`src/rtl/inet_csum_pkg.sv`:
```
// shared constants for the ipv4 / tcp / udp internet checksum block
package inet_csum_pkg;

  // mode register codes
  localparam logic [1:0] MODE_IP  = 2'd0;
  localparam logic [1:0] MODE_TCP = 2'd1;
  localparam logic [1:0] MODE_UDP = 2'd2;

  // pseudo-header protocol words
  localparam logic [31:0] PROTO_TCP = 32'h0000_0006;
  localparam logic [31:0] PROTO_UDP = 32'h0000_0011;

  // byte offsets of checksum fields, the address block and the total length field
  localparam logic [15:0] IP_CK_OFS  = 16'd10;
  localparam logic [15:0] TCP_CK_OFS = 16'd16;
  localparam logic [15:0] UDP_CK_OFS = 16'd6;
  localparam logic [15:0] ADDR_FIRST = 16'd12;
  localparam logic [15:0] ADDR_END   = 16'd20;
  localparam logic [15:0] LEN_HI_OFS = 16'd2;
  localparam logic [15:0] LEN_LO_OFS = 16'd3;
  localparam logic [15:0] LEN_KNOWN  = 16'd4;
  localparam logic [15:0] OFS_MAX    = 16'hFFFF;

  localparam logic [15:0] CSUM_ALL_ONES = 16'hFFFF;

endpackage

```
`src/rtl/internet_checksum_ipv4_tcp_udp.sv`:
```
// The checksum follows the last byte through the input, final sum and output registers.
// Throughput: one byte item per cycle; any output stall holds the whole pipeline.
// Pipeline: input byte register, per-byte accumulate into a 32-bit sum, then the
// two-step fold and inversion into the output register.
// Reset: asynchronous active low; clears mode, valid flags, running sum, offset,
// header length and total length.
module internet_checksum_ipv4_tcp_udp (
  input  logic        clk_i,
  input  logic        rst_ni,
  // configuration write channel (mode register)
  input  logic        cfg_valid_i,
  output logic        cfg_ready_o,
  input  logic [1:0]  cfg_data_i,
  // byte input stream
  input  logic        s_axis_tvalid,
  output logic        s_axis_tready,
  input  logic [7:0]  s_axis_tdata,   // [7:0] packet_byte
  input  logic        s_axis_tlast,   // last_byte
  // checksum output stream
  output logic        m_axis_tvalid,
  input  logic        m_axis_tready,
  output logic [15:0] m_axis_tdata    // [15:0] checksum
);

  // pipeline control
  logic        adv;
  logic [1:0]  mode_r_q;

  logic        in_vld_q;
  logic [7:0]  in_byte_q;
  logic        in_last_q;

  logic [31:0] sum_q;
  logic [15:0] ofs_q;
  logic [3:0]  ihl_q;
  logic [15:0] len_q;

  logic        fin_vld_q;
  logic [31:0] fin_sum_q;
  logic        fin_udp_q;

  logic        out_vld_q;
  logic [15:0] out_csum_q;

  assign adv           = !(out_vld_q && !m_axis_tready);
  assign s_axis_tready = adv;
  assign cfg_ready_o   = 1'b1;
  assign m_axis_tvalid = out_vld_q;
  assign m_axis_tdata  = out_csum_q;

  // mode register
  always_ff @(posedge clk_i or negedge rst_ni) begin
    if (!rst_ni) begin
      mode_r_q <= inet_csum_pkg::MODE_IP;
    end else if (cfg_valid_i && cfg_ready_o) begin
      mode_r_q <= cfg_data_i;
    end
  end

  // input byte register
  always_ff @(posedge clk_i or negedge rst_ni) begin
    if (!rst_ni) begin
      in_vld_q <= 1'b0;
    end else if (adv) begin
      in_vld_q <= s_axis_tvalid;
    end
  end

  always_ff @(posedge clk_i) begin
    if (adv && s_axis_tvalid) begin
      in_byte_q <= s_axis_tdata;
      in_last_q <= s_axis_tlast;
    end
  end

  // per-byte accumulate
  logic        l4;
  logic        is_tcp;
  logic [3:0]  ihl_d;
  logic [15:0] len_d;
  logic [15:0] hb;
  logic [15:0] word;
  logic [15:0] rel;
  logic [15:0] ck_ofs;
  logic        add_addr;
  logic        add_body;
  logic [31:0] sum_add;
  logic [31:0] pseudo;
  logic [31:0] fin_sum_d;
  logic [31:0] sum_d;
  logic [15:0] ofs_d;

  always_comb begin
    l4     = (mode_r_q == inet_csum_pkg::MODE_TCP) || (mode_r_q == inet_csum_pkg::MODE_UDP);
    is_tcp = (mode_r_q == inet_csum_pkg::MODE_TCP);
    ihl_d  = (ofs_q == 16'd0) ? in_byte_q[3:0] : ihl_q;
    len_d  = len_q;
    if (ofs_q == inet_csum_pkg::LEN_HI_OFS) begin
      len_d = {in_byte_q, 8'h00};
    end else if (ofs_q == inet_csum_pkg::LEN_LO_OFS) begin
      len_d = {len_q[15:8], in_byte_q};
    end
    hb     = {10'd0, ihl_d, 2'b00};
    word   = ofs_q[0] ? {8'h00, in_byte_q} : {in_byte_q, 8'h00};
    rel    = ofs_q - hb;
    ck_ofs = is_tcp ? inet_csum_pkg::TCP_CK_OFS : inet_csum_pkg::UDP_CK_OFS;

    add_addr = l4 && (ofs_q >= inet_csum_pkg::ADDR_FIRST) && (ofs_q < inet_csum_pkg::ADDR_END);
    if (l4) begin
      add_body = (ofs_q >= hb)
              && ((ofs_q < inet_csum_pkg::LEN_KNOWN) || (ofs_q < len_d))
              && (rel[15:1] != ck_ofs[15:1]);
    end else begin
      add_body = (ofs_q < hb) && (ofs_q[15:1] != inet_csum_pkg::IP_CK_OFS[15:1]);
    end

    sum_add = sum_q
            + (add_addr ? {16'd0, word} : 32'd0)
            + (add_body ? {16'd0, word} : 32'd0);

    pseudo = 32'd0;
    if (l4) begin
      pseudo = (is_tcp ? inet_csum_pkg::PROTO_TCP : inet_csum_pkg::PROTO_UDP)
             + {16'd0, len_d - hb};
    end
    fin_sum_d = sum_add + pseudo;

    sum_d = sum_add;
    ofs_d = (ofs_q < inet_csum_pkg::OFS_MAX) ? ofs_q + 16'd1 : ofs_q;
  end

  // packet state, cleared after the last byte
  always_ff @(posedge clk_i or negedge rst_ni) begin
    if (!rst_ni) begin
      sum_q <= 32'd0;
      ofs_q <= 16'd0;
      ihl_q <= 4'd0;
      len_q <= 16'd0;
    end else if (adv && in_vld_q) begin
      if (in_last_q) begin
        sum_q <= 32'd0;
        ofs_q <= 16'd0;
        ihl_q <= 4'd0;
        len_q <= 16'd0;
      end else begin
        sum_q <= sum_d;
        ofs_q <= ofs_d;
        ihl_q <= ihl_d;
        len_q <= len_d;
      end
    end
  end

  // final sum register
  always_ff @(posedge clk_i or negedge rst_ni) begin
    if (!rst_ni) begin
      fin_vld_q <= 1'b0;
    end else if (adv) begin
      fin_vld_q <= in_vld_q && in_last_q;
    end
  end

  always_ff @(posedge clk_i) begin
    if (adv && in_vld_q && in_last_q) begin
      fin_sum_q <= fin_sum_d;
      fin_udp_q <= (mode_r_q == inet_csum_pkg::MODE_UDP);
    end
  end

  // fold twice, invert, udp zero rule
  logic [16:0] fold1;
  logic [15:0] fold2;
  logic [15:0] csum_d;

  always_comb begin
    fold1  = {1'b0, fin_sum_q[31:16]} + {1'b0, fin_sum_q[15:0]};
    fold2  = fold1[15:0] + {15'd0, fold1[16]};
    csum_d = ~fold2;
    if (fin_udp_q && (csum_d == 16'd0)) begin
      csum_d = inet_csum_pkg::CSUM_ALL_ONES;
    end
  end

  // output register
  always_ff @(posedge clk_i or negedge rst_ni) begin
    if (!rst_ni) begin
      out_vld_q <= 1'b0;
    end else if (adv) begin
      out_vld_q <= fin_vld_q;
    end
  end

  always_ff @(posedge clk_i) begin
    if (adv && fin_vld_q) begin
      out_csum_q <= csum_d;
    end
  end

endmodule

```
`config.mk`:
```
export PLATFORM = sky130hd
export DESIGN_NAME = internet_checksum_ipv4_tcp_udp
export DESIGN_NICKNAME = d
export VERILOG_FILES = /design/src/rtl/inet_csum_pkg.sv /design/src/rtl/internet_checksum_ipv4_tcp_udp.sv
export SDC_FILE = /design/constraint.sdc
export NUM_CORES = 1
export LEC_CHECK = 0
export BUFFER_PORTS_ARGS = -buffer_cell sky130_fd_sc_hd__buf_2
export CORE_MARGIN = 1
export CORE_UTILIZATION = 40
export DETAILED_ROUTE_END_ITERATION = 8
export GPL_ROUTABILITY_DRIVEN = 0
export HOLD_SLACK_MARGIN = 0.03
export MAX_ROUTING_LAYER = met4
export PLACE_DENSITY = 0.6
export RECOVER_POWER = 100
export SLEW_MARGIN = 10
export SYNTH_ARGS = -nofsm -noshare
export SYNTH_HDL_FRONTEND = slang
export SYNTH_SLANG_ARGS = --single-unit
```
`constraint.sdc`:
```
create_clock -name clk_i -period 10.2 [get_ports clk_i]
set_input_delay 1.02 -clock clk_i [delete_from_list [all_inputs] [get_ports clk_i]]
set_output_delay 1.02 -clock clk_i [all_outputs]
set_load 0.05 [all_outputs]
```
==> results.txt, run 1 <==
----------------------------------------------------
[Clock tree]
  Clk Latency, worst-skew pair ... 440 ps
  Total setup buffers inserted after CTS ... 0
  Hold-fix buffers, CTS ... 0
  Number of H-tree branching levels ... 4
  Clock buffer depth ... 2
  TritonCTS clock tree ... built
  Root buffer cell ... sky130_fd_sc_hd__clkbuf_16
  Clock transition at the registers of the reported paths ... 70 ps
  Number of gates given a new drive strength after cts ... 0
  Total clock buffers created by CTS ... 17
  Count of clock tree sinks ... 131

[Drt]
  Post-route DRC ... 1
  Iteration-0 DRC Markers ... 921
  Routed wire per std cell ... 18.1 um
  Count of nets left with antenna violations after detail routing ... 0
  Number of vias in the routed layout ... 8790
  Number of detailed-routing iterations run before antenna repair ... 7
  Routed via count divided by cell count ... 5.69
  Detailed-route wire length ... 28000 um

[Global route]
  Total routing usage reported by global routing ... 0.217
  Antenna violations before repair ... 0
  Overflow after GRT ... 0
  Global-route wire length before repair ... 45700 um
  Largest net degree at the start of global routing ... 74
  Vias in the first global route ... 8577

[STA]
  Pins Over Slew Limit ... 156
  Slew Limit Headroom ... -1.75
  Tightest Pin Transition ... 4120 ps
  Clock period minus worst slack ... 9400 ps
  Number of endpoints failing setup at the final stage ... 0
  Upper clock frequency limit ... 106 MHz
  Portion of the clock cycle consumed by the worst path in the final layout ... 0.921
  Clk_skew ... 13.7 ps
  Final TNS setup ... 0 ps
  Setup repair after global routing missed its margin ... no
  Final Hold Violating Endpoints ... 0

[Logic synthesis]
  Cells after synthesis ... 1176
  Sequential area share after synthesis ... 0.332
  Library cells used by synthesis ... 88
  Number of enable-type register cells in the synthesized netlist ... 58
  Cell type with the highest aggregate area in the netlist ... sky130_fd_sc_hd__dfrtp_1
  Prevailing post-synth register cell ... sky130_fd_sc_hd__dfrtp_1
  Number of warnings printed during yosys synthesis ... 0
  Leading post-synthesis cells by cell area ... sky130_fd_sc_hd__dfrtp_1 (17%), sky130_fd_sc_hd__edfxtp_1 (16%), sky130_fd_sc_hd__ha_1 (9.3%)
  Proportion of synthesized flip-flops having asynchronous set or reset ... 0.557
  Post-synth top area share ... 0.170
  Average cell area after synthesis ... 9.14 um^2
  Number of register bits inferred by synthesis ... 131
  Number of nets in the synthesized netlist ... 1292
  Cell area after technology mapping ... 10800 um^2

[Status]
  Result of the run ... finished with violations
  Violated checks ... design-rule violations, max-capacitance violations, max-slew violations

[Floorplanning]
  Starting density of the core ... 0.410
  # rows ... 59
  Boundary Pins ... 35
  Area enclosed by the die boundary ... 27500 um^2
  Placeable core area ... 26200 um^2
  Vertical extent of the die ... 166 um
  Die Width ... 166 um

[Setup path]
  Category of the worst setup path launch point ... flop
  Standard cell with the maximum stage delay on the critical path ... sky130_fd_sc_hd__dfrtp_1
  Largest incremental delay on the critical path ... 540 ps
  Most numerous cell on the critical path ... sky130_fd_sc_hd__a21o_1
  Worst EP arrival ... 9590 ps
  Worst Reg-to-Reg Cells ... 37
  Required time at the worst-slack endpoint ... 10390 ps
  Largest fanout on the critical path ... 15
  Worst setup path category ... reg -> reg
  Capturing element type of the critical path ... flop

[Layout]
  Number of cells in the finished layout apart from fillers ... 1546
  Share of final-layout standard cells stronger than drive strength 1 ... 0.0702
  Register Area ... 3570 um^2
  Number of nets at the end of the flow ... 1314
  Final-layout fill cell count ... 2506
  Total area of multi-input combinational cells ... 6830 um^2
  Antenna Diode Count ... 0
  Layout-stage area growth over the synthesis result ... 9.63%

[Power]
  Peak ir drop on the vdd network ... 0.148 mV
  Leakage power total ... 0.00530 uW
  Total power per unit cell area ... 342 nW/um^2

[Placement]
  IO buf count ... 33
  Cell total after placement ... 1514
  Half-perimeter wire length after detailed placement ... 21000 um

[Flow run]
  Max cap viols ... 3

[Min path]
  Depth of the worst hold-timing path ... 2
  Worst Hold Class ... reg -> reg

----------------------------------------------------
## Yosys cell counts, types with 4 or more instances
| library cell | n |
|---|---|
| sky130_fd_sc_hd__nor3_1 | 24 |
| sky130_fd_sc_hd__nand3_1 | 28 |
| sky130_fd_sc_hd__or4_4 | 4 |
| sky130_fd_sc_hd__maj3_1 | 5 |
| sky130_fd_sc_hd__fa_1 | 20 |
| sky130_fd_sc_hd__xor2_1 | 44 |
| sky130_fd_sc_hd__a31oi_1 | 8 |
| sky130_fd_sc_hd__and2_1 | 22 |
| sky130_fd_sc_hd__nor2b_1 | 15 |
| sky130_fd_sc_hd__xnor2_1 | 64 |
| sky130_fd_sc_hd__nor3b_1 | 5 |
| sky130_fd_sc_hd__a21oi_1 | 73 |
| sky130_fd_sc_hd__mux2_2 | 8 |
| sky130_fd_sc_hd__mux2i_1 | 15 |
| sky130_fd_sc_hd__edfxtp_1 | 58 |
| sky130_fd_sc_hd__buf_2 | 4 |
| sky130_fd_sc_hd__nand2b_1 | 15 |
| sky130_fd_sc_hd__inv_1 | 48 |
| sky130_fd_sc_hd__nand4_1 | 15 |
| sky130_fd_sc_hd__a22o_1 | 15 |
| sky130_fd_sc_hd__dfrtp_1 | 73 |
| sky130_fd_sc_hd__nor4_4 | 4 |
| sky130_fd_sc_hd__nand3b_1 | 5 |
| sky130_fd_sc_hd__nor2_1 | 78 |
| sky130_fd_sc_hd__o21a_1 | 7 |
| sky130_fd_sc_hd__a21o_1 | 45 |
| sky130_fd_sc_hd__nor4_1 | 12 |
| sky130_fd_sc_hd__or2_2 | 5 |
| sky130_fd_sc_hd__nor4b_1 | 7 |
| sky130_fd_sc_hd__and3_1 | 15 |
| sky130_fd_sc_hd__o22ai_1 | 9 |
| sky130_fd_sc_hd__or4_1 | 4 |
| sky130_fd_sc_hd__o211ai_1 | 7 |
| sky130_fd_sc_hd__o31ai_1 | 8 |
| sky130_fd_sc_hd__clkbuf_1 | 34 |
| sky130_fd_sc_hd__nand2_1 | 134 |
| sky130_fd_sc_hd__o21ai_0 | 71 |
| sky130_fd_sc_hd__ha_1 | 80 |
| sky130_fd_sc_hd__or3_1 | 13 |
## state kept, by name, summed over array words and instances (netlist names), 2 cells and up
register,count
fin_sum_q,32
ihl_q,4
in_byte_q,8
len_q,16
m_axis_tdata,16
mode_r_q,2
ofs_q,16
sum_q,32
## layer usage
metal / track usage / vias to the layer above / wire length [um]
met3: 0.0357 / 41 / 1330
met1: 0.281 / 4208 / 13100
met5: - / - / 0
li1: - / 4312 / -
met4: 0.0646 / 0 / 554
met2: 0.347 / 229 / 13000
## worst max-delay path: cells and delay by family, from the launching register on
| kind | cells | cell delay (ps) |
|---|---|---|
| AO/OA/AOI/OAI | 19 | 3680 |
| adder cells (fa/ha/maj) | 6 | 2080 |
| AND/OR/NAND/NOR | 5 | 1150 |
| buffers and inverters | 4 | 960 |
| flip-flops | 1 | 540 |
| multiplexers | 1 | 410 |
| XOR/XNOR | 2 | 320 |
## layout make-up
class                      instances  area share
clock buffer                      18      0.0364
clock inverter                    14      0.0125
multi-input combinational        955       0.580
tap                              335      0.0356
sequential                       131       0.303
timing repair buffer              45      0.0179
inverter                          48      0.0153
## worst paths after layout
check / to / from / slack [ps]
hold / removal: m_axis_tvalid / fin_vld_q / 460
setup / recovery: fin_sum_q[20] / ofs_q[0] / 800
hold reg to reg: m_axis_tvalid / fin_vld_q / 460
setup reg to reg: fin_sum_q[20] / ofs_q[0] / 800
max in group asynchronous: mode_r_q[1] / rst_ni / 5860
min in group asynchronous: in_vld_q / rst_ni / 2030
## layout by cell type, fill, tap and decap left out, types with 9 or more instances in the layout
| cell type | n |
|---|---|
| sky130_fd_sc_hd__clkbuf_16 | 17 |
| sky130_fd_sc_hd__xnor2_1 | 64 |
| sky130_fd_sc_hd__nand3_1 | 28 |
| sky130_fd_sc_hd__buf_2 | 13 |
| sky130_fd_sc_hd__nand2_1 | 133 |
| sky130_fd_sc_hd__or3_1 | 13 |
| sky130_fd_sc_hd__nor2b_1 | 15 |
| sky130_fd_sc_hd__mux2i_1 | 15 |
| sky130_fd_sc_hd__edfxtp_1 | 58 |
| sky130_fd_sc_hd__clkbuf_1 | 26 |
| sky130_fd_sc_hd__and3_1 | 15 |
| sky130_fd_sc_hd__nor2_1 | 78 |
| sky130_fd_sc_hd__dfrtp_1 | 73 |
| sky130_fd_sc_hd__nand2b_1 | 15 |
| sky130_fd_sc_hd__nand4_1 | 15 |
| sky130_fd_sc_hd__a21oi_1 | 73 |
| sky130_fd_sc_hd__and2_1 | 18 |
| sky130_fd_sc_hd__fa_1 | 20 |
| sky130_fd_sc_hd__o21ai_0 | 72 |
| sky130_fd_sc_hd__inv_1 | 48 |
| sky130_fd_sc_hd__a21o_1 | 45 |
| sky130_fd_sc_hd__o22ai_1 | 9 |
| sky130_fd_sc_hd__ha_1 | 80 |
| sky130_fd_sc_hd__nor3_1 | 24 |
| sky130_fd_sc_hd__xor2_1 | 44 |
| sky130_fd_sc_hd__nor4_1 | 12 |
| sky130_fd_sc_hd__a22o_1 | 15 |
## kinds of logic after synthesis
family,Yosys count,share of synthesized area
muxes,27,0.0268
DFF,131,0.332
and+or+nand+nor,425,0.209
buffers and inverters,90,0.0329
other,1,0.000349
adders and majority gates,105,0.135
xor gates and xnor gates,108,0.0880
AOI/OAI and AO/OA,289,0.176
## through the flow
step	hold WS (ps)	setup slack [ps]	instance area (um^2)	utilization	power, uW
after global placement	443	1340	11300	0.430	3380
after floorplan	431	1690	10800	-	2820
after global routing	495	189	11800	0.450	4370
after detailed placement	447	1000	11300	0.430	3400
final	464	801	11800	0.450	4030
after CTS	463	924	11800	0.452	4030
## where the power goes
group          internal [uW]  switching (uW)  total [uW]
clock                    343             275         619
sequential               750            85.6         836
combinational           1020            1560        2580
No activity file was read; power rests on OpenSTA's default activity.
==> run 2, diff against run 1 <==
--- a/config.mk
+++ b/config.mk
@@ -6,6 +6,7 @@
 export NUM_CORES = 1
 export LEC_CHECK = 0
 export BUFFER_PORTS_ARGS = -buffer_cell sky130_fd_sc_hd__buf_2
+export CORE_ASPECT_RATIO = 1.25
 export CORE_MARGIN = 1
 export CORE_UTILIZATION = 40
 export DETAILED_ROUTE_END_ITERATION = 8
==> run 2 against run 1 <==
Against the previous run: the flow finishes with violations (max-capacitance violations, max-slew violations); global-route usage grew 0.86 points; power shrank 1.2%; cell area shrank 0.32%; clock skew shrank 1.1 ps; critical path type unchanged; highest routed layer unchanged.
==> results.txt, run 2 (synthesis gave the netlist of run 1 again) <==
----------------------------------------------------
[Layout]
  Layout-stage area growth over the synthesis result ... 9.29%
  Number of cells in the finished layout apart from fillers ... 1548 (+0.13%)
  Number of nets at the end of the flow ... 1311 (-0.23%)
  Final standard cell area without fillers ... 11800 um^2 (-0.32%)
  Highest-count cells in the layout ignoring fill and taps ... sky130_fd_sc_hd__nand2_1 (134), sky130_fd_sc_hd__ha_1 (80), sky130_fd_sc_hd__nor2_1 (78), sky130_fd_sc_hd__a21oi_1 (73), sky130_fd_sc_hd__dfrtp_1 (73)
  Share of final-layout standard cells stronger than drive strength 1 ... 0.0671 (-0.00314)
  Largest registers ... fin_sum_q (32), sum_q (32)
  Most common cell after layout, fill and taps aside ... sky130_fd_sc_hd__nand2_1
  Antenna Diode Count ... 0 (unchanged)
  Final-layout fill cell count ... 2517 (+0.44%)

[STA]
  Number of endpoints failing setup at the final stage ... 0 (unchanged)
  Pins Over Slew Limit ... 156 (unchanged)
  Clock period minus worst slack ... 9530 ps (+129 ps)
  Setup repair after global routing missed its margin ... no
  Final TNS setup ... 0 ps (unchanged)
  Portion of the clock cycle consumed by the worst path in the final layout ... 0.934 (+0.0126)
  Upper clock frequency limit ... 105 MHz (-1.4%)
  Final Hold Violating Endpoints ... 0 (unchanged)
  Clk_skew ... 12.6 ps (-1.11 ps)
  Tightest Pin Transition ... 4300 ps (+175 ps)
  Slew Limit Headroom ... -1.86 (-0.117)

[Setup path]
  Capturing element type of the critical path ... flop
  Required time at the worst-slack endpoint ... 10390 ps (about the same)
  Standard cell with the maximum stage delay on the critical path ... sky130_fd_sc_hd__mux2i_2
  Worst path buffer plus inverter count ... 3 (-1)
  Largest fanout on the critical path ... 16 (+1)
  Largest delay contributor family on the critical path ... compound AO/OA/AOI/OAI gates
  Largest incremental delay on the critical path ... 610 ps (+70 ps)
  Most numerous cell on the critical path ... sky130_fd_sc_hd__a21o_1
  Category of the worst setup path launch point ... flop
  Worst EP arrival ... 9710 ps (+120 ps)
  Worst setup path category ... reg -> reg

[Flow run]
  Max cap viols ... 3 (unchanged)

[Drt]
  Routed wire per std cell ... 18.3 um (+0.89%)
  Post-route DRC ... 0 (-1)
  Count of nets left with antenna violations after detail routing ... 0 (unchanged)
  Detailed-route wire length ... 28300 um (+1.0%)
  Routed via count divided by cell count ... 5.64 (-0.86%)
  Iteration-0 DRC Markers ... 576 (-37%)
  Number of vias in the routed layout ... 8726 (-0.73%)
  Number of detailed-routing iterations run before antenna repair ... 7 (unchanged)

[Status]
  Violated checks ... max-capacitance violations, max-slew violations
  Result of the run ... finished with violations

[Floorplanning]
  Boundary Pins ... 35 (unchanged)
  # rows ... 66 (+12%)
  Vertical extent of the die ... 185 um (+12%)
  Placeable core area ... 26200 um^2 (-0.11%)
  Area enclosed by the die boundary ... 27500 um^2 (about the same)
  Starting density of the core ... 0.411 (+0.000451)
  Die Width ... 149 um (-10%)

[Clock tree]
  Total clock buffers created by CTS ... 17 (unchanged)
  Root buffer cell ... sky130_fd_sc_hd__clkbuf_16
  Clock transition at the registers of the reported paths ... 60 ps (about the same)
  TritonCTS clock tree ... built
  Clock buffer depth ... 2 (unchanged)
  Hold-fix buffers, CTS ... 0 (unchanged)
  Count of clock tree sinks ... 131 (unchanged)
  Number of H-tree branching levels ... 4 (unchanged)
  Clk Latency, worst-skew pair ... 440 ps (about the same)

[Min path]
  Worst Hold Class ... reg -> reg

[Global route]
  Vias in the first global route ... 8793 (+2.5%)
  Antenna violations before repair ... 0 (unchanged)
  Global-route wire length before repair ... 46000 um (+0.67%)
  Largest net degree at the start of global routing ... 74 (unchanged)
  Total routing usage reported by global routing ... 0.225 (+0.00856)
  Overflow after GRT ... 0 (unchanged)

[Placement]
  Half-perimeter wire length after detailed placement ... 21500 um (+2.4%)
  Placement Cell Area ... 11200 um^2 (-0.17%)
  IO buf count ... 33 (unchanged)
  Cell total after placement ... 1516 (+0.13%)

[Power]
  Peak ir drop on the vdd network ... 0.178 mV (+21%)
  Total power per unit cell area ... 339 nW/um^2 (-0.87%)
  Leakage power total ... 0.00528 uW (-0.53%)

----------------------------------------------------
-- run 2: stage by stage --
stage	hold slack, ps	setup WS (ps)	total power (uW)	util
finish	463	673	3980	0.449
global route	482	1.56	4330	0.449
floorplan	431	1690	2820	-
detailed placement	447	646	3390	0.430
CTS	461	605	4000	0.451
global placement	443	953	3370	0.430
-- run 2: final cells by class --
cell class	count	area, um^2	share of cell area
clock buffer	20	437	0.0372
inverter	48	180	0.0153
sequential	131	3570	0.304
multi-input combinational	955	6830	0.582
clock inverter	12	110	0.00937
timing repair buffer	42	196	0.0167
tap	340	425	0.0362
-- run 2: report_power, final --
part           switching, uW  internal [uW]
logic                   1540           1020
registers               85.3            751
clock network            251            336
total                   1880           2110
-- run 2: tightest hold or removal path, cell delays in order (launching register included) --
cell                      delay [ps]
sky130_fd_sc_hd__dfrtp_1         340
sky130_fd_sc_hd__inv_1            50
sky130_fd_sc_hd__nand2_1          50
-- run 2: what timing repair did --
item                                    in CTS  in global routing
setup buffers                                0                  0
endpoints found under the setup margin       0                  5
resized for setup                            0                  1
-- run 2: per-layer routing --
metal | wire (um) | track usage
met5 | 0 | -
met4 | 1140 | 0.0998
met3 | 980 | 0.0350
met2 | 14600 | 0.402
met1 | 11500 | 0.246
-- run 2: path summary, 6_finish.rpt --
| kind | startpoint | end | slack, ps | cells after the start |
|---|---|---|---|---|
| worst max-delay path | ofs_q[0] | fin_sum_q[20] | 670 | 37 |
| worst min-delay path | fin_vld_q | m_axis_tvalid | 460 | 2 |
| worst max register to register | ofs_q[0] | fin_sum_q[20] | 670 | 37 |
| worst min register to register | fin_vld_q | m_axis_tvalid | 460 | 2 |
| max in group asynchronous | rst_ni | ihl_q[1] | 5660 | 1 |
| min in group asynchronous | rst_ni | sum_q[30] | 2120 | 1 |
